===== src/design/rilp_pkg.sv =====
package rilp_pkg;

  // literal kind codes
  typedef logic [2:0] kind_t;
  localparam kind_t KIND_DEC      = 3'd0;
  localparam kind_t KIND_HEX      = 3'd1;
  localparam kind_t KIND_BIN      = 3'd2;
  localparam kind_t KIND_OCT      = 3'd3;
  localparam kind_t KIND_DEC_EXPL = 3'd4;

  // parse status codes
  typedef logic [1:0] status_t;
  localparam status_t ST_OK       = 2'd0;
  localparam status_t ST_INVALID  = 2'd1;
  localparam status_t ST_OVERFLOW = 2'd2;
  localparam status_t ST_NONINT   = 2'd3;

  // overflow guards and decimal limit
  localparam logic [63:0] HEX_GUARD = 64'hF000_0000_0000_0000;
  localparam logic [63:0] BIN_GUARD = 64'h8000_0000_0000_0000;
  localparam logic [63:0] OCT_GUARD = 64'hE000_0000_0000_0000;
  localparam logic [63:0] DEC_LIMIT = 64'd1844674407370955161;

  // character codes
  localparam logic [7:0] CH_0   = 8'h30;
  localparam logic [7:0] CH_1   = 8'h31;
  localparam logic [7:0] CH_5   = 8'h35;
  localparam logic [7:0] CH_7   = 8'h37;
  localparam logic [7:0] CH_9   = 8'h39;
  localparam logic [7:0] CH_A   = 8'h61;
  localparam logic [7:0] CH_F   = 8'h66;
  localparam logic [7:0] CH_E   = 8'h65;
  localparam logic [7:0] CH_X   = 8'h78;
  localparam logic [7:0] CH_B   = 8'h62;
  localparam logic [7:0] CH_O   = 8'h6F;
  localparam logic [7:0] CH_D   = 8'h64;
  localparam logic [7:0] CH_DOT = 8'h2E;

  typedef struct packed {
    logic [7:0] char_code;
    logic       last_char;
  } in_item_t;

  typedef struct packed {
    kind_t       kind;
    logic [63:0] value;
    status_t     status;
  } result_t;

  // error priority: invalid over non-integer over overflow
  function automatic status_t raise_err(input status_t cur, input status_t e);
    status_t r;
    r = cur;
    if (e == ST_INVALID) begin
      r = ST_INVALID;
    end else if (e == ST_NONINT && cur != ST_INVALID) begin
      r = ST_NONINT;
    end else if (e == ST_OVERFLOW && cur == ST_OK) begin
      r = ST_OVERFLOW;
    end
    return r;
  endfunction

endpackage


===== src/design/rilp_in_stage.sv =====
module rilp_in_stage (
  input  logic               clk,
  input  logic               rst_n,
  input  logic               in_valid,
  output logic               in_stall,
  input  logic [7:0]         in_char_code,
  input  logic               in_last_char,
  input  logic               adv,
  output logic               item_valid,
  output rilp_pkg::in_item_t item
);

  logic               valid_r;
  rilp_pkg::in_item_t item_r;
  logic               take;

  // hold the registered character until the core consumes it
  assign in_stall   = valid_r && !adv;
  assign take       = in_valid && !in_stall;
  assign item_valid = valid_r;
  assign item       = item_r;

  // input register valid
  always_ff @(posedge clk) begin
    if (!rst_n) begin
      valid_r <= 1'b0;
    end else if (take) begin
      valid_r <= 1'b1;
    end else if (adv) begin
      valid_r <= 1'b0;
    end
  end

  // input register payload
  always_ff @(posedge clk) begin
    if (take) begin
      item_r.char_code <= in_char_code;
      item_r.last_char <= in_last_char;
    end
  end

endmodule


===== src/design/rilp_core.sv =====
module rilp_core (
  input  logic               clk,
  input  logic               rst_n,
  input  logic               item_valid,
  input  rilp_pkg::in_item_t item,
  input  logic               out_free,
  output logic               adv,
  output logic               fire,
  output rilp_pkg::result_t  res
);

  logic [63:0]       acc_r, acc_nxt;
  logic [1:0]        pos_r, pos_nxt;
  rilp_pkg::kind_t   mode_r, mode_nxt;
  logic [7:0]        first_r, first_nxt;
  rilp_pkg::status_t err_r, err_nxt;

  logic [7:0]  c;
  logic        is_dec, is_hexl, is_prefix;
  logic [3:0]  dval;
  logic [63:0] acc_x10;

  assign c = item.char_code;

  // digit classification
  assign is_dec  = (c >= rilp_pkg::CH_0) && (c <= rilp_pkg::CH_9);
  assign is_hexl = (c >= rilp_pkg::CH_A) && (c <= rilp_pkg::CH_F);
  assign dval    = is_dec ? c[3:0] : 4'(c[3:0] + 4'd9);

  // times ten as two shifts and one add
  assign acc_x10 = {acc_r[60:0], 3'b000} + {acc_r[62:0], 1'b0};

  // prefix recognition on the second character
  assign is_prefix = (pos_r == 2'd1) && (first_r == rilp_pkg::CH_0) &&
                     (mode_r == rilp_pkg::KIND_DEC) && (err_r == rilp_pkg::ST_OK) &&
                     (c == rilp_pkg::CH_X || c == rilp_pkg::CH_B ||
                      c == rilp_pkg::CH_O || c == rilp_pkg::CH_D);

  // per-character step
  always_comb begin
    acc_nxt   = acc_r;
    mode_nxt  = mode_r;
    err_nxt   = err_r;
    first_nxt = (pos_r == 2'd0) ? c : first_r;
    pos_nxt   = (pos_r == 2'd3) ? pos_r : 2'(pos_r + 2'd1);
    if (is_prefix) begin
      acc_nxt = '0;
      case (c)
        rilp_pkg::CH_X: mode_nxt = rilp_pkg::KIND_HEX;
        rilp_pkg::CH_B: mode_nxt = rilp_pkg::KIND_BIN;
        rilp_pkg::CH_O: mode_nxt = rilp_pkg::KIND_OCT;
        default:        mode_nxt = rilp_pkg::KIND_DEC_EXPL;
      endcase
    end else begin
      case (mode_r)
        rilp_pkg::KIND_HEX: begin
          if (is_dec || is_hexl) begin
            if (err_r == rilp_pkg::ST_OK) begin
              if ((acc_r & rilp_pkg::HEX_GUARD) != '0) begin
                err_nxt = rilp_pkg::raise_err(err_r, rilp_pkg::ST_OVERFLOW);
              end else begin
                acc_nxt = {acc_r[59:0], dval};
              end
            end
          end else begin
            err_nxt = rilp_pkg::raise_err(err_r, rilp_pkg::ST_INVALID);
          end
        end
        rilp_pkg::KIND_BIN: begin
          if (c == rilp_pkg::CH_0 || c == rilp_pkg::CH_1) begin
            if (err_r == rilp_pkg::ST_OK) begin
              if ((acc_r & rilp_pkg::BIN_GUARD) != '0) begin
                err_nxt = rilp_pkg::raise_err(err_r, rilp_pkg::ST_OVERFLOW);
              end else begin
                acc_nxt = {acc_r[62:0], c[0]};
              end
            end
          end else begin
            err_nxt = rilp_pkg::raise_err(err_r, rilp_pkg::ST_INVALID);
          end
        end
        rilp_pkg::KIND_OCT: begin
          if ((c >= rilp_pkg::CH_0) && (c <= rilp_pkg::CH_7)) begin
            if (err_r == rilp_pkg::ST_OK) begin
              if ((acc_r & rilp_pkg::OCT_GUARD) != '0) begin
                err_nxt = rilp_pkg::raise_err(err_r, rilp_pkg::ST_OVERFLOW);
              end else begin
                acc_nxt = {acc_r[60:0], c[2:0]};
              end
            end
          end else begin
            err_nxt = rilp_pkg::raise_err(err_r, rilp_pkg::ST_INVALID);
          end
        end
        default: begin
          if (is_dec) begin
            if (err_r == rilp_pkg::ST_OK) begin
              if ((acc_r > rilp_pkg::DEC_LIMIT) ||
                  ((acc_r == rilp_pkg::DEC_LIMIT) && (c > rilp_pkg::CH_5))) begin
                err_nxt = rilp_pkg::raise_err(err_r, rilp_pkg::ST_OVERFLOW);
              end else begin
                acc_nxt = acc_x10 + {60'd0, c[3:0]};
              end
            end
          end else if ((mode_r == rilp_pkg::KIND_DEC) &&
                       (c == rilp_pkg::CH_DOT || c == rilp_pkg::CH_E)) begin
            err_nxt = rilp_pkg::raise_err(err_r, rilp_pkg::ST_NONINT);
          end else begin
            err_nxt = rilp_pkg::raise_err(err_r, rilp_pkg::ST_INVALID);
          end
        end
      endcase
    end
  end

  // a non-final character always advances, the final one needs a free output slot
  assign adv  = item_valid && (!item.last_char || out_free);
  assign fire = adv && item.last_char;

  assign res.kind   = mode_nxt;
  assign res.value  = (err_nxt == rilp_pkg::ST_OK) ? acc_nxt : '0;
  assign res.status = err_nxt;

  // literal state, cleared after the final character
  always_ff @(posedge clk) begin
    if (!rst_n || fire) begin
      acc_r   <= '0;
      pos_r   <= '0;
      mode_r  <= rilp_pkg::KIND_DEC;
      first_r <= '0;
      err_r   <= rilp_pkg::ST_OK;
    end else if (adv) begin
      acc_r   <= acc_nxt;
      pos_r   <= pos_nxt;
      mode_r  <= mode_nxt;
      first_r <= first_nxt;
      err_r   <= err_nxt;
    end
  end

endmodule


===== src/design/rilp_out_stage.sv =====
module rilp_out_stage (
  input  logic              clk,
  input  logic              rst_n,
  input  logic              fire,
  input  rilp_pkg::result_t res,
  output logic              out_free,
  output logic              out_valid,
  input  logic              out_stall,
  output logic [2:0]        out_literal_kind,
  output logic [63:0]       out_literal_value,
  output logic [1:0]        out_parse_status
);

  logic              valid_r;
  rilp_pkg::result_t res_r;

  // slot can take a new result when empty or draining this cycle
  assign out_free          = !valid_r || !out_stall;
  assign out_valid         = valid_r;
  assign out_literal_kind  = res_r.kind;
  assign out_literal_value = res_r.value;
  assign out_parse_status  = res_r.status;

  // result register valid
  always_ff @(posedge clk) begin
    if (!rst_n) begin
      valid_r <= 1'b0;
    end else if (fire) begin
      valid_r <= 1'b1;
    end else if (!out_stall) begin
      valid_r <= 1'b0;
    end
  end

  // result register payload
  always_ff @(posedge clk) begin
    if (fire) begin
      res_r <= res;
    end
  end

endmodule


===== src/design/radix_integer_literal_parser.sv =====
// Parses one integer literal fed one character per transfer, last character flagged.
// Lowercase prefixes 0x, 0b, 0o and 0d select hex, binary, octal and explicit decimal;
// no prefix means plain decimal. One result transfer follows each final character with
// kind, 64-bit value (zero unless status is ok) and status (invalid digit, overflow, or
// non-integer for '.' or 'e' in plain decimal). Throughput is one character per cycle:
// each character passes an input register and one accumulate step (shift-or, or a
// times-ten add with a 64-bit compare); a result is offered from the result register
// after its final character's step, and only a stalled result register holds input off.
module radix_integer_literal_parser (
  input  logic        clk,
  input  logic        rst_n,
  input  logic        in_valid,
  output logic        in_stall,
  input  logic [7:0]  in_char_code,
  input  logic        in_last_char,
  output logic        out_valid,
  input  logic        out_stall,
  output logic [2:0]  out_literal_kind,
  output logic [63:0] out_literal_value,
  output logic [1:0]  out_parse_status
);

  logic               item_valid;
  rilp_pkg::in_item_t item;
  logic               adv;
  logic               fire;
  logic               out_free;
  rilp_pkg::result_t  res;

  // input register
  rilp_in_stage u_in (
    .clk          (clk),
    .rst_n        (rst_n),
    .in_valid     (in_valid),
    .in_stall     (in_stall),
    .in_char_code (in_char_code),
    .in_last_char (in_last_char),
    .adv          (adv),
    .item_valid   (item_valid),
    .item         (item)
  );

  // character step and literal state
  rilp_core u_core (
    .clk        (clk),
    .rst_n      (rst_n),
    .item_valid (item_valid),
    .item       (item),
    .out_free   (out_free),
    .adv        (adv),
    .fire       (fire),
    .res        (res)
  );

  // result register
  rilp_out_stage u_out (
    .clk               (clk),
    .rst_n             (rst_n),
    .fire              (fire),
    .res               (res),
    .out_free          (out_free),
    .out_valid         (out_valid),
    .out_stall         (out_stall),
    .out_literal_kind  (out_literal_kind),
    .out_literal_value (out_literal_value),
    .out_parse_status  (out_parse_status)
  );

endmodule


===== config.mk =====
export PLATFORM = sky130hd
export DESIGN_NAME = radix_integer_literal_parser
export DESIGN_NICKNAME = d
export VERILOG_FILES = /design/src/design/rilp_pkg.sv /design/src/design/rilp_in_stage.sv /design/src/design/rilp_core.sv /design/src/design/rilp_out_stage.sv /design/src/design/radix_integer_literal_parser.sv
export SDC_FILE = /design/constraint.sdc
export NUM_CORES = 1
export LEC_CHECK = 0
export ABC_AREA = 1
export CORE_MARGIN = 4
export CORE_UTILIZATION = 44
export DETAILED_ROUTE_END_ITERATION = 8
export DONT_BUFFER_PORTS = 1
export SLEW_MARGIN = 30
export SYNTH_ARGS = -nofsm -noshare
export SYNTH_HDL_FRONTEND = slang
export SYNTH_SLANG_ARGS = --single-unit

===== constraint.sdc =====
create_clock -name clk -period 7.02 [get_ports clk]
set_input_delay 0.351 -clock clk [delete_from_list [all_inputs] [get_ports clk]]
set_output_delay 0.351 -clock clk [all_outputs]
set_load 0.01 [all_outputs]

; After elaboration in Yosys (flattened, before gate mapping)
; Cells that the tools add are included.
[word_totals]
ff_bits = 159
inputBits = 13
[op_classes]
n_eq_ne = 17
muxes = 37
n_addsub = 4
reduce_logical = 38
n_bitwise = 1
n_lt_le_gt_ge = 7
[ops]
columns = cell, n
row1 = $mux 64, 13
row2 = $pmux 64 s3, 1
row3 = $reduce_bool 64->1, 2
row4 = $add 64x4->64, 1
row5 = $add 64x64->64, 1
row6 = $eq 64x61->1 const B, 1
row7 = $gt 64x61->1 const B, 1
row8 = $eq 8x7->1 const B, 5
row9 = $eq 8x6->1 const B, 4
row10 = $mux 2, 15
row11 = $le 8x6->1 const B, 2
row12 = $logic_and 1x1->1, 13
row13 = $logic_or 1x1->1, 10
row14 = $pmux 3 s3, 1
row15 = $ge 8x6->1 const B, 1
row16 = $ge 8x7->1 const B, 1
row17 = $gt 8x6->1 const B, 1
row18 = $le 8x7->1 const B, 1
row19 = $eq 3x2->1 const B, 2
row20 = $logic_not 1->1, 6
row21 = $logic_not 2->1, 3
row22 = $pmux 2 s3, 1
row23 = $add 4x4->4 const B, 1
row24 = $mux 1, 4
row25 = 11 further kinds, 13

; Depth between registers and ports, before layout
; Gate-level depths: netlist of run 1.
[depth]
depth_word = 9
ltp_mapped = 20

; By module
; Synthesis of run 1 repeated with hierarchy kept, for this count alone.
[hier_totals]
hier_cells = 2433
hier_area_um2 = 16052.9
[modules_own_cells]
columns = module, cells_each, n_inst, area_each_um2, seq_area_each_um2
row1 = rilp_core, 2342, 1, 13618.1, 1581.5
row2 = rilp_out_stage, 74, 1, 2114.5, 2092.0
row3 = rilp_in_stage, 17, 1, 320.3, 290.3

; Worst setup path before layout of run 1
; No wires, ideal clock.
[synth_path]
path_type = register to register
from = register u_in.item_r (netlist bit u_in.item[4])
to = register u_out.res_r (netlist bit u_out.out_literal_value[42]), data pin
arrival_ns = 2.711
slack_ns = 4.056
stages_incl_launch_ff = 21
path_buffers = 0
cell_sequence = edfxtp_1 inv_2 fa_1 inv_1 fa_1 nand2_1 inv_1 nand2_1 nand2_1 nand2_1 nand2_1 nand2_1 nand3_1 nand3_1 nand2_1 nor2_1 nor2_1 nand2_1 nand2_1 nand2_1 nor2_1
[synth_via]
elab_chain_cells = 9
word_cells_on_any_way = 46
classes_between = add/sub: 1 / order compare: 6 / eq/ne: 8 / mux: 17 / reduce/logical: 14
[synth_lines]
columns = element, line
row1 = start: declaration, rilp_in_stage.sv:14  ; rilp_pkg::in_item_t item_r;
row2 = "parallel branches: the longest is 9 deep, another holds $add 64x4->64", -
row3 = end signal: assignment, rilp_out_stage.sv:38  ; res_r <= res;
row4 = end: declaration, rilp_out_stage.sv:15  ; rilp_pkg::result_t res_r;
; Several ways; the timed one is not identified.
; A chain may end at the register's enable or synchronous reset.

; Worst setup path in the final report of run 1
[layout_path]
from = register u_in.item_r (netlist bit u_in.item[2])
to = register u_out.res_r (netlist bit u_out.out_literal_value[27]), data pin
; The elaborated chain is that of the path after synthesis.

==> flow_metrics.tcl, run 1 <==
set metrics [dict create \
    drtAntennaViolNets 0 \
    port_buffers 0 \
    hold_path.class "in -> reg" \
    grt_usage_pct 31.2 \
    dr.first_iter.drc_count 1670 \
    post-place-ws_ps 2840 \
    ys_seq_elements 159 \
    ys_seq_area_share_pct 23.8 \
    report.power.total_mw 2.67 \
    dp_hpwl_um 49100 \
    powerDensity_nw_per_um2 151 \
    syn_to_final_growth_pct 6.18 \
    rrSetupSlack_ps 2830 \
    outcome "complete, no violations" \
    syn_inst 2786 \
    synth.largest_area_cell "nand2_1" \
    cts_max_level 4 \
    yosysWarnings 0 \
    clockBufferDepth 2 \
    finalInstanceArea_sq_um 17700 \
    core_area_sq_um 37000 \
    worstPathRequired_ps 7210 \
    start_util_pct 45.0 \
    fin_cells 3240 \
    crit_fanout 40 \
    cap_violations 0 \
    die_h_um 202 \
    cts_setup_buffers 0 \
    numPlacedInstances 3198 \
    tightestPinTransition_ps 1030 \
    rsz0062_at_grt "no" \
    ys_async_sr_fraction_pct 0 \
    antenna_found_initial 0 \
    numCtsBuffers 17 \
    synth_cell_types 45 \
    syn_area_per_cell_sq_um 5.97 \
    min_period_ps 4190 \
    hold_ws_ps 44.5 \
    reg2reg_from "u_in.item[2]$_DFFE_PP_" \
    synth_most_common_cell "nand2_1" \
    cts_sinks 159 \
    grt_pass1_vias 16900 \
    root_buffer "clkbuf_16" \
    setup_ws_ps 2830 \
    nets 2867 \
    ir_worst_vdd_uv 166 \
    clkTransAtPathRegs_ps 70 \
    synth_area_leaders "nand2_1 19%, edfxtp_1 14%, dfxtp_1 9.7%" \
    p_leak_nw 8.57 \
    drc_errors 0 \
    synth_fp_nets 2930 \
    netlist.area_leader.share_pct 18.9 \
    drive_gt1_share_pct 2.96 \
    routabilityCongestion 1.06 \
    fp.dieW_um 202 \
    grt_pass1_wl_um 101000 \
    slew_headroom_pct 31.5 \
    hold_start "rst_n" \
    finalMaxSlewViolations 0 \
    wl_per_cell_um 20.1 \
    grt_max_degree 89 \
    core.rowCount 70 \
    synth_ff_type "dfxtp_1" \
    fin_tns_setup_ps 0 \
    wl_um 65000 \
    worstHoldEndpoint "u_in.item_valid$_SDFFE_PN0P_" \
    vias 18300 \
    arrival_ps 4390 \
    cp-start-kind "flip-flop" \
    skew_ps 30.3 \
    regToRegEndpoint "u_out.out_literal_value[27]$_SDFFCE_PP0P_" \
    placed_area_sq_um 16900 \
    fmax_mhz 239 \
    num_io_pins 84 \
    final_util_pct 47.8 \
    hold_depth 1 \
    diodes 0 \
    dieArea_sq_um 41000 \
    ys_top_cells_by_count "837 x nand2_1, 361 x inv_1, 288 x a21oi_1" \
    synth_area_sq_um 16600 \
    setup_viol 0 \
    cts_tree "done" \
    endpoint_kind "flip-flop" \
    reg2reg_depth 13 \
    drt_pre_antenna_iters 5 \
    clock_latency_ps 480 \
    period_share_pct 59.7 \
    gr-total-overflow 0 \
    viasPerCell 5.64 \
    hold_viol 0 \
    synth-edff-count 78 \
    worstSetupPathType "reg -> reg" \
]
==> layout by cell type, fill, tap and decap left out, types with 2 or more instances in the layout <==
cell	n
nand3b_1	15
nor4_1	6
clkinv_1	2
nand2_1	835
fa_1	2
inv_2	12
clkbuf_8	2
xor2_1	22
edfxtp_1	78
dlygate4sd3_1	10
clkinv_4	2
o21ai_1	6
inv_1	358
nand2_2	6
o211ai_1	51
nor2_1	278
buf_4	16
nand3_1	278
o21bai_1	10
o21ai_0	133
ha_1	129
dfxtp_1	81
nor3_1	19
nor2_4	3
or2_2	2
xnor2_1	6
buf_6	2
clkbuf_16	17
bufinv_16	4
clkinv_2	3
a21oi_1	288
and2_1	4
nand4_1	30
nor2_2	2
nand2_4	2
a31oi_1	5
==> report_power, final <==
part	total, mW	switching, mW	internal [mW]
clock	1.04	0.428	0.615
combinational	0.540	0.380	0.160
sequential	1.09	0.0792	1.01
==> state kept, by name, indices dropped and copies added (netlist names) <==
name and cells:
u_out.out_valid 1, u_core.pos_r 2, u_in.item 9, u_out.out_literal_kind 3, u_core.err_r 2, u_out.out_parse_status 2
u_core.acc_r 64, u_out.out_literal_value 64, u_in.item_valid 1, u_core.mode_r 3, u_core.first_r 8
==> logic make-up (layout without fill, tap and decap cells) <==
family / count (synthesis) / in the layout / share of synthesized area, %
buffers and inverters: 482 / 432 / 11.4
adders and majority gates: 131 / 131 / 9.94
DFF: 159 / 159 / 23.8
and+or+nand+nor: 1485 / 1485 / 37.2
AOI/OAI and AO/OA: 501 / 501 / 16.2
xor gates and xnor gates: 28 / 28 / 1.47
==> routing by layer <==
metal  global-route usage, %  share of wire [%]  wire length, um
met1                    41.9                 44            28400
met2                    51.2                 46            29800
met3                    3.85                6.2             4020
met4                    12.3                4.2             2760
met5                       0                  0                0
==> worst max-delay path by stage <==
stage,start,endpoint,depth (start not counted)
2_1_floorplan,u_in.item[4]$_DFFE_PP_,u_out.out_literal_value[42]$_SDFFCE_PP0P_,20
3_3_place_gp,u_in.item[1]$_DFFE_PP_,u_out.out_literal_value[22]$_SDFFCE_PP0P_,13
3_5_place_dp,u_in.item[2]$_DFFE_PP_,u_out.out_literal_value[23]$_SDFFCE_PP0P_,13
4_1_cts,u_in.item[1]$_DFFE_PP_,u_out.out_literal_value[27]$_SDFFCE_PP0P_,13
5_1_grt,u_in.item[2]$_DFFE_PP_,u_out.out_literal_value[13]$_SDFFCE_PP0P_,13
6_report,u_in.item[2]$_DFFE_PP_,u_out.out_literal_value[27]$_SDFFCE_PP0P_,13
==> what timing repair did <==
action	in CTS	in global routing
hold endpoints to repair	10	0
gates resized for setup	0	0
hold buffers	10	0
==> layout make-up <==
cell class | instances | area [sq um]
fillers | 4011 | 19300
well taps | 504 | 631
inverters | 372 | 1400
multi-input cells | 2145 | 10800
clock buffers | 19 | 453
flip-flops and latches | 159 | 3960
repair buffers | 28 | 243
clock inverters | 13 | 184
==> worst max-delay path, stage by stage (launching register included) <==
cell      delay, ps
edfxtp_1        520
inv_1           180
ha_1            250
o21ai_1         100
a21oi_2         170
nand2_4         130
nand2_2         470
buf_4           530
nand3_1         120
nand4_1         110
nand3_1         150
nand2_2         570
buf_4           480
nor2_1           90
No activity file was read; power rests on OpenSTA's default activity.
==> inputs of run 2 (changes only) <==
==> constraint.sdc (replaced) <==
create_clock -name clk -period 3.7 [get_ports clk]
set_input_delay 0.185 -clock clk [delete_from_list [all_inputs] [get_ports clk]]
set_output_delay 0.185 -clock clk [all_outputs]
set_load 0.01 [all_outputs]
==> run 2 against run 1 <==
  * Clock-buffer cell count did not move
  * Combinational power rose by 110%
  * Sequential share of layout area down 0.76 points
  * Largest power group unchanged
==> flow_metrics.tcl, run 2 (synthesized netlist as in run 1, its figures left out) <==
set metrics [dict create \
    outcome "complete, no violations" \
    slowest_delay_ps 550 \
    grt_pass1_vias 17500 \
    drc_errors 0 \
    setup_viol 0 \
    clkTransAtPathRegs_ps 70 \
    routabilityCongestion 1.04 \
    syn_to_final_growth_pct 9.90 \
    slew_headroom_pct 33.7 \
    critPathSlowestCell "fa_1" \
    drt_pre_antenna_iters 6 \
    crit_chain "inv_1 -> fa_1 -> inv_1 -> fa_1 -> nand2_1 -> inv_1 -> nand2_1 -> a21oi_1 -> nor2_1 -> o21ai_0 -> nand2_1 -> nand3b_1 -> nand3_1 -> nand2_1 -> nand2_1 -> nor2_1" \
    final_util_pct 49.5 \
    report.power.total_mw 5.03 \
    hold_path.class "in -> reg" \
    fin_tns_setup_ps 0 \
    gr-total-overflow 0 \
    worstPathRequired_ps 3920 \
    core_area_sq_um 37000 \
    drtAntennaViolNets 0 \
    path_buf_inv 3 \
    final_common_cell "nand2_1" \
    mostFrequentLayoutCells "835 x nand2_1, 358 x inv_1, 286 x a21oi_1" \
    powerDensity_nw_per_um2 275 \
    setup_ws_ps 180 \
    skew_ps 24.0 \
    worstSetupPathType "reg -> reg" \
    crit_top_cell "nand2_1" \
    dr.first_iter.drc_count 1667 \
    min_period_ps 3520 \
    cap_violations 0 \
    cts_sinks 159 \
    nets 2945 \
    post-place-ws_ps 80.9 \
    port_buffers 0 \
    fmax_mhz 284 \
    crit_fanout 7 \
    dp_hpwl_um 53200 \
    rsz0062_at_grt "no" \
    root_buffer "clkbuf_16" \
    nFillCells 4009 \
    clock_latency_ps 490 \
    numPlacedInstances 3272 \
    hold_viol 0 \
    vias 18800 \
    arrival_ps 3740 \
    fin_cells 3318 \
    core.rowCount 70 \
    cts_tree "done" \
    grt_usage_pct 32.8 \
    die_h_um 202 \
    antenna_found_initial 1 \
    ir_worst_vdd_uv 327 \
    clockBufferDepth 2 \
    numCtsBuffers 17 \
    dieArea_sq_um 41000 \
    p_leak_nw 8.97 \
    start_util_pct 45.0 \
    finalMaxSlewViolations 0 \
    period_share_pct 95.1 \
    grt_pass1_wl_um 105000 \
    path_delay_family "simple AND/OR/NAND/NOR gates" \
    cp-start-kind "flip-flop" \
    cts_max_level 4 \
    viasPerCell 5.67 \
    tightestPinTransition_ps 991 \
    wl_um 69100 \
    endpoint_kind "flip-flop" \
    grt_max_degree 75 \
    wl_per_cell_um 20.8 \
    diodes 0 \
    drive_gt1_share_pct 5.65 \
    fp.dieW_um 202 \
    num_io_pins 84 \
]
## run 2: final cells by class
| class | count | area (sq um) | area share [%] |
|---|---|---|---|
| multi-input combinational | 2145 | 10800 | 59.1 |
| sequential | 159 | 3960 | 21.7 |
| inverter | 372 | 1400 | 7.65 |
| timing repair buffer | 106 | 901 | 4.93 |
| tap | 504 | 631 | 3.45 |
| clock buffer | 19 | 443 | 2.42 |
| clock inverter | 13 | 135 | 0.739 |
## run 2: power breakdown
part | switching (mW) | total, mW | internal [mW]
clock network | 0.842 | 1.85 | 1.01
registers | 0.116 | 2.03 | 1.92
logic | 0.785 | 1.15 | 0.361
## run 2: worst min-delay path: cells and delay by family
family                 cells  cell delay (ps)
AND/OR/NAND/NOR            2              130
buffers and inverters      1               60
AO/OA/AOI/OAI              1               90
## run 2: what timing repair did
action / 4_1_cts / 5_1_grt
resized for setup: 0 / 5
hold endpoints to repair: 13 / 0
hold buffers: 12 / 0
setup endpoints to repair: 0 / 10
setup buffers: 0 / 2
## run 2: final timing paths
path / to / cells after the start / slack (ps) / startpoint
worst min register to register: u_core.first_r[3]$_SDFFE_PP0P_ / 2 / 450 / u_core.first_r[3]$_SDFFE_PP0P_
worst max register to register: u_out.out_literal_value[62]$_SDFFCE_PP0P_ / 16 / 180 / u_core.acc_r[0]$_SDFFE_PP0P_
worst min-delay path: u_in.item_valid$_SDFFE_PN0P_ / 4 / 40 / out_stall
worst max-delay path: u_out.out_literal_value[62]$_SDFFCE_PP0P_ / 16 / 180 / u_core.acc_r[0]$_SDFFE_PP0P_
## run 2: stage by stage
stage | instance area [sq um] | hold slack (ps)
CTS | 18200 | 0.330
global placement | 17500 | 284
finish | 18300 | 37.1
floorplan | 16600 | 284
detailed placement | 17500 | 284
global route | 18300 | 62.8
## run 2: metal layers
layer	track usage [%]	share of wire [%]	vias to the layer above
met5	0	0.019	-
met4	13.9	4.5	2
met3	4.33	6.9	127
met2	53.5	46	834
met1	43.8	43	8713
li1	-	-	9141
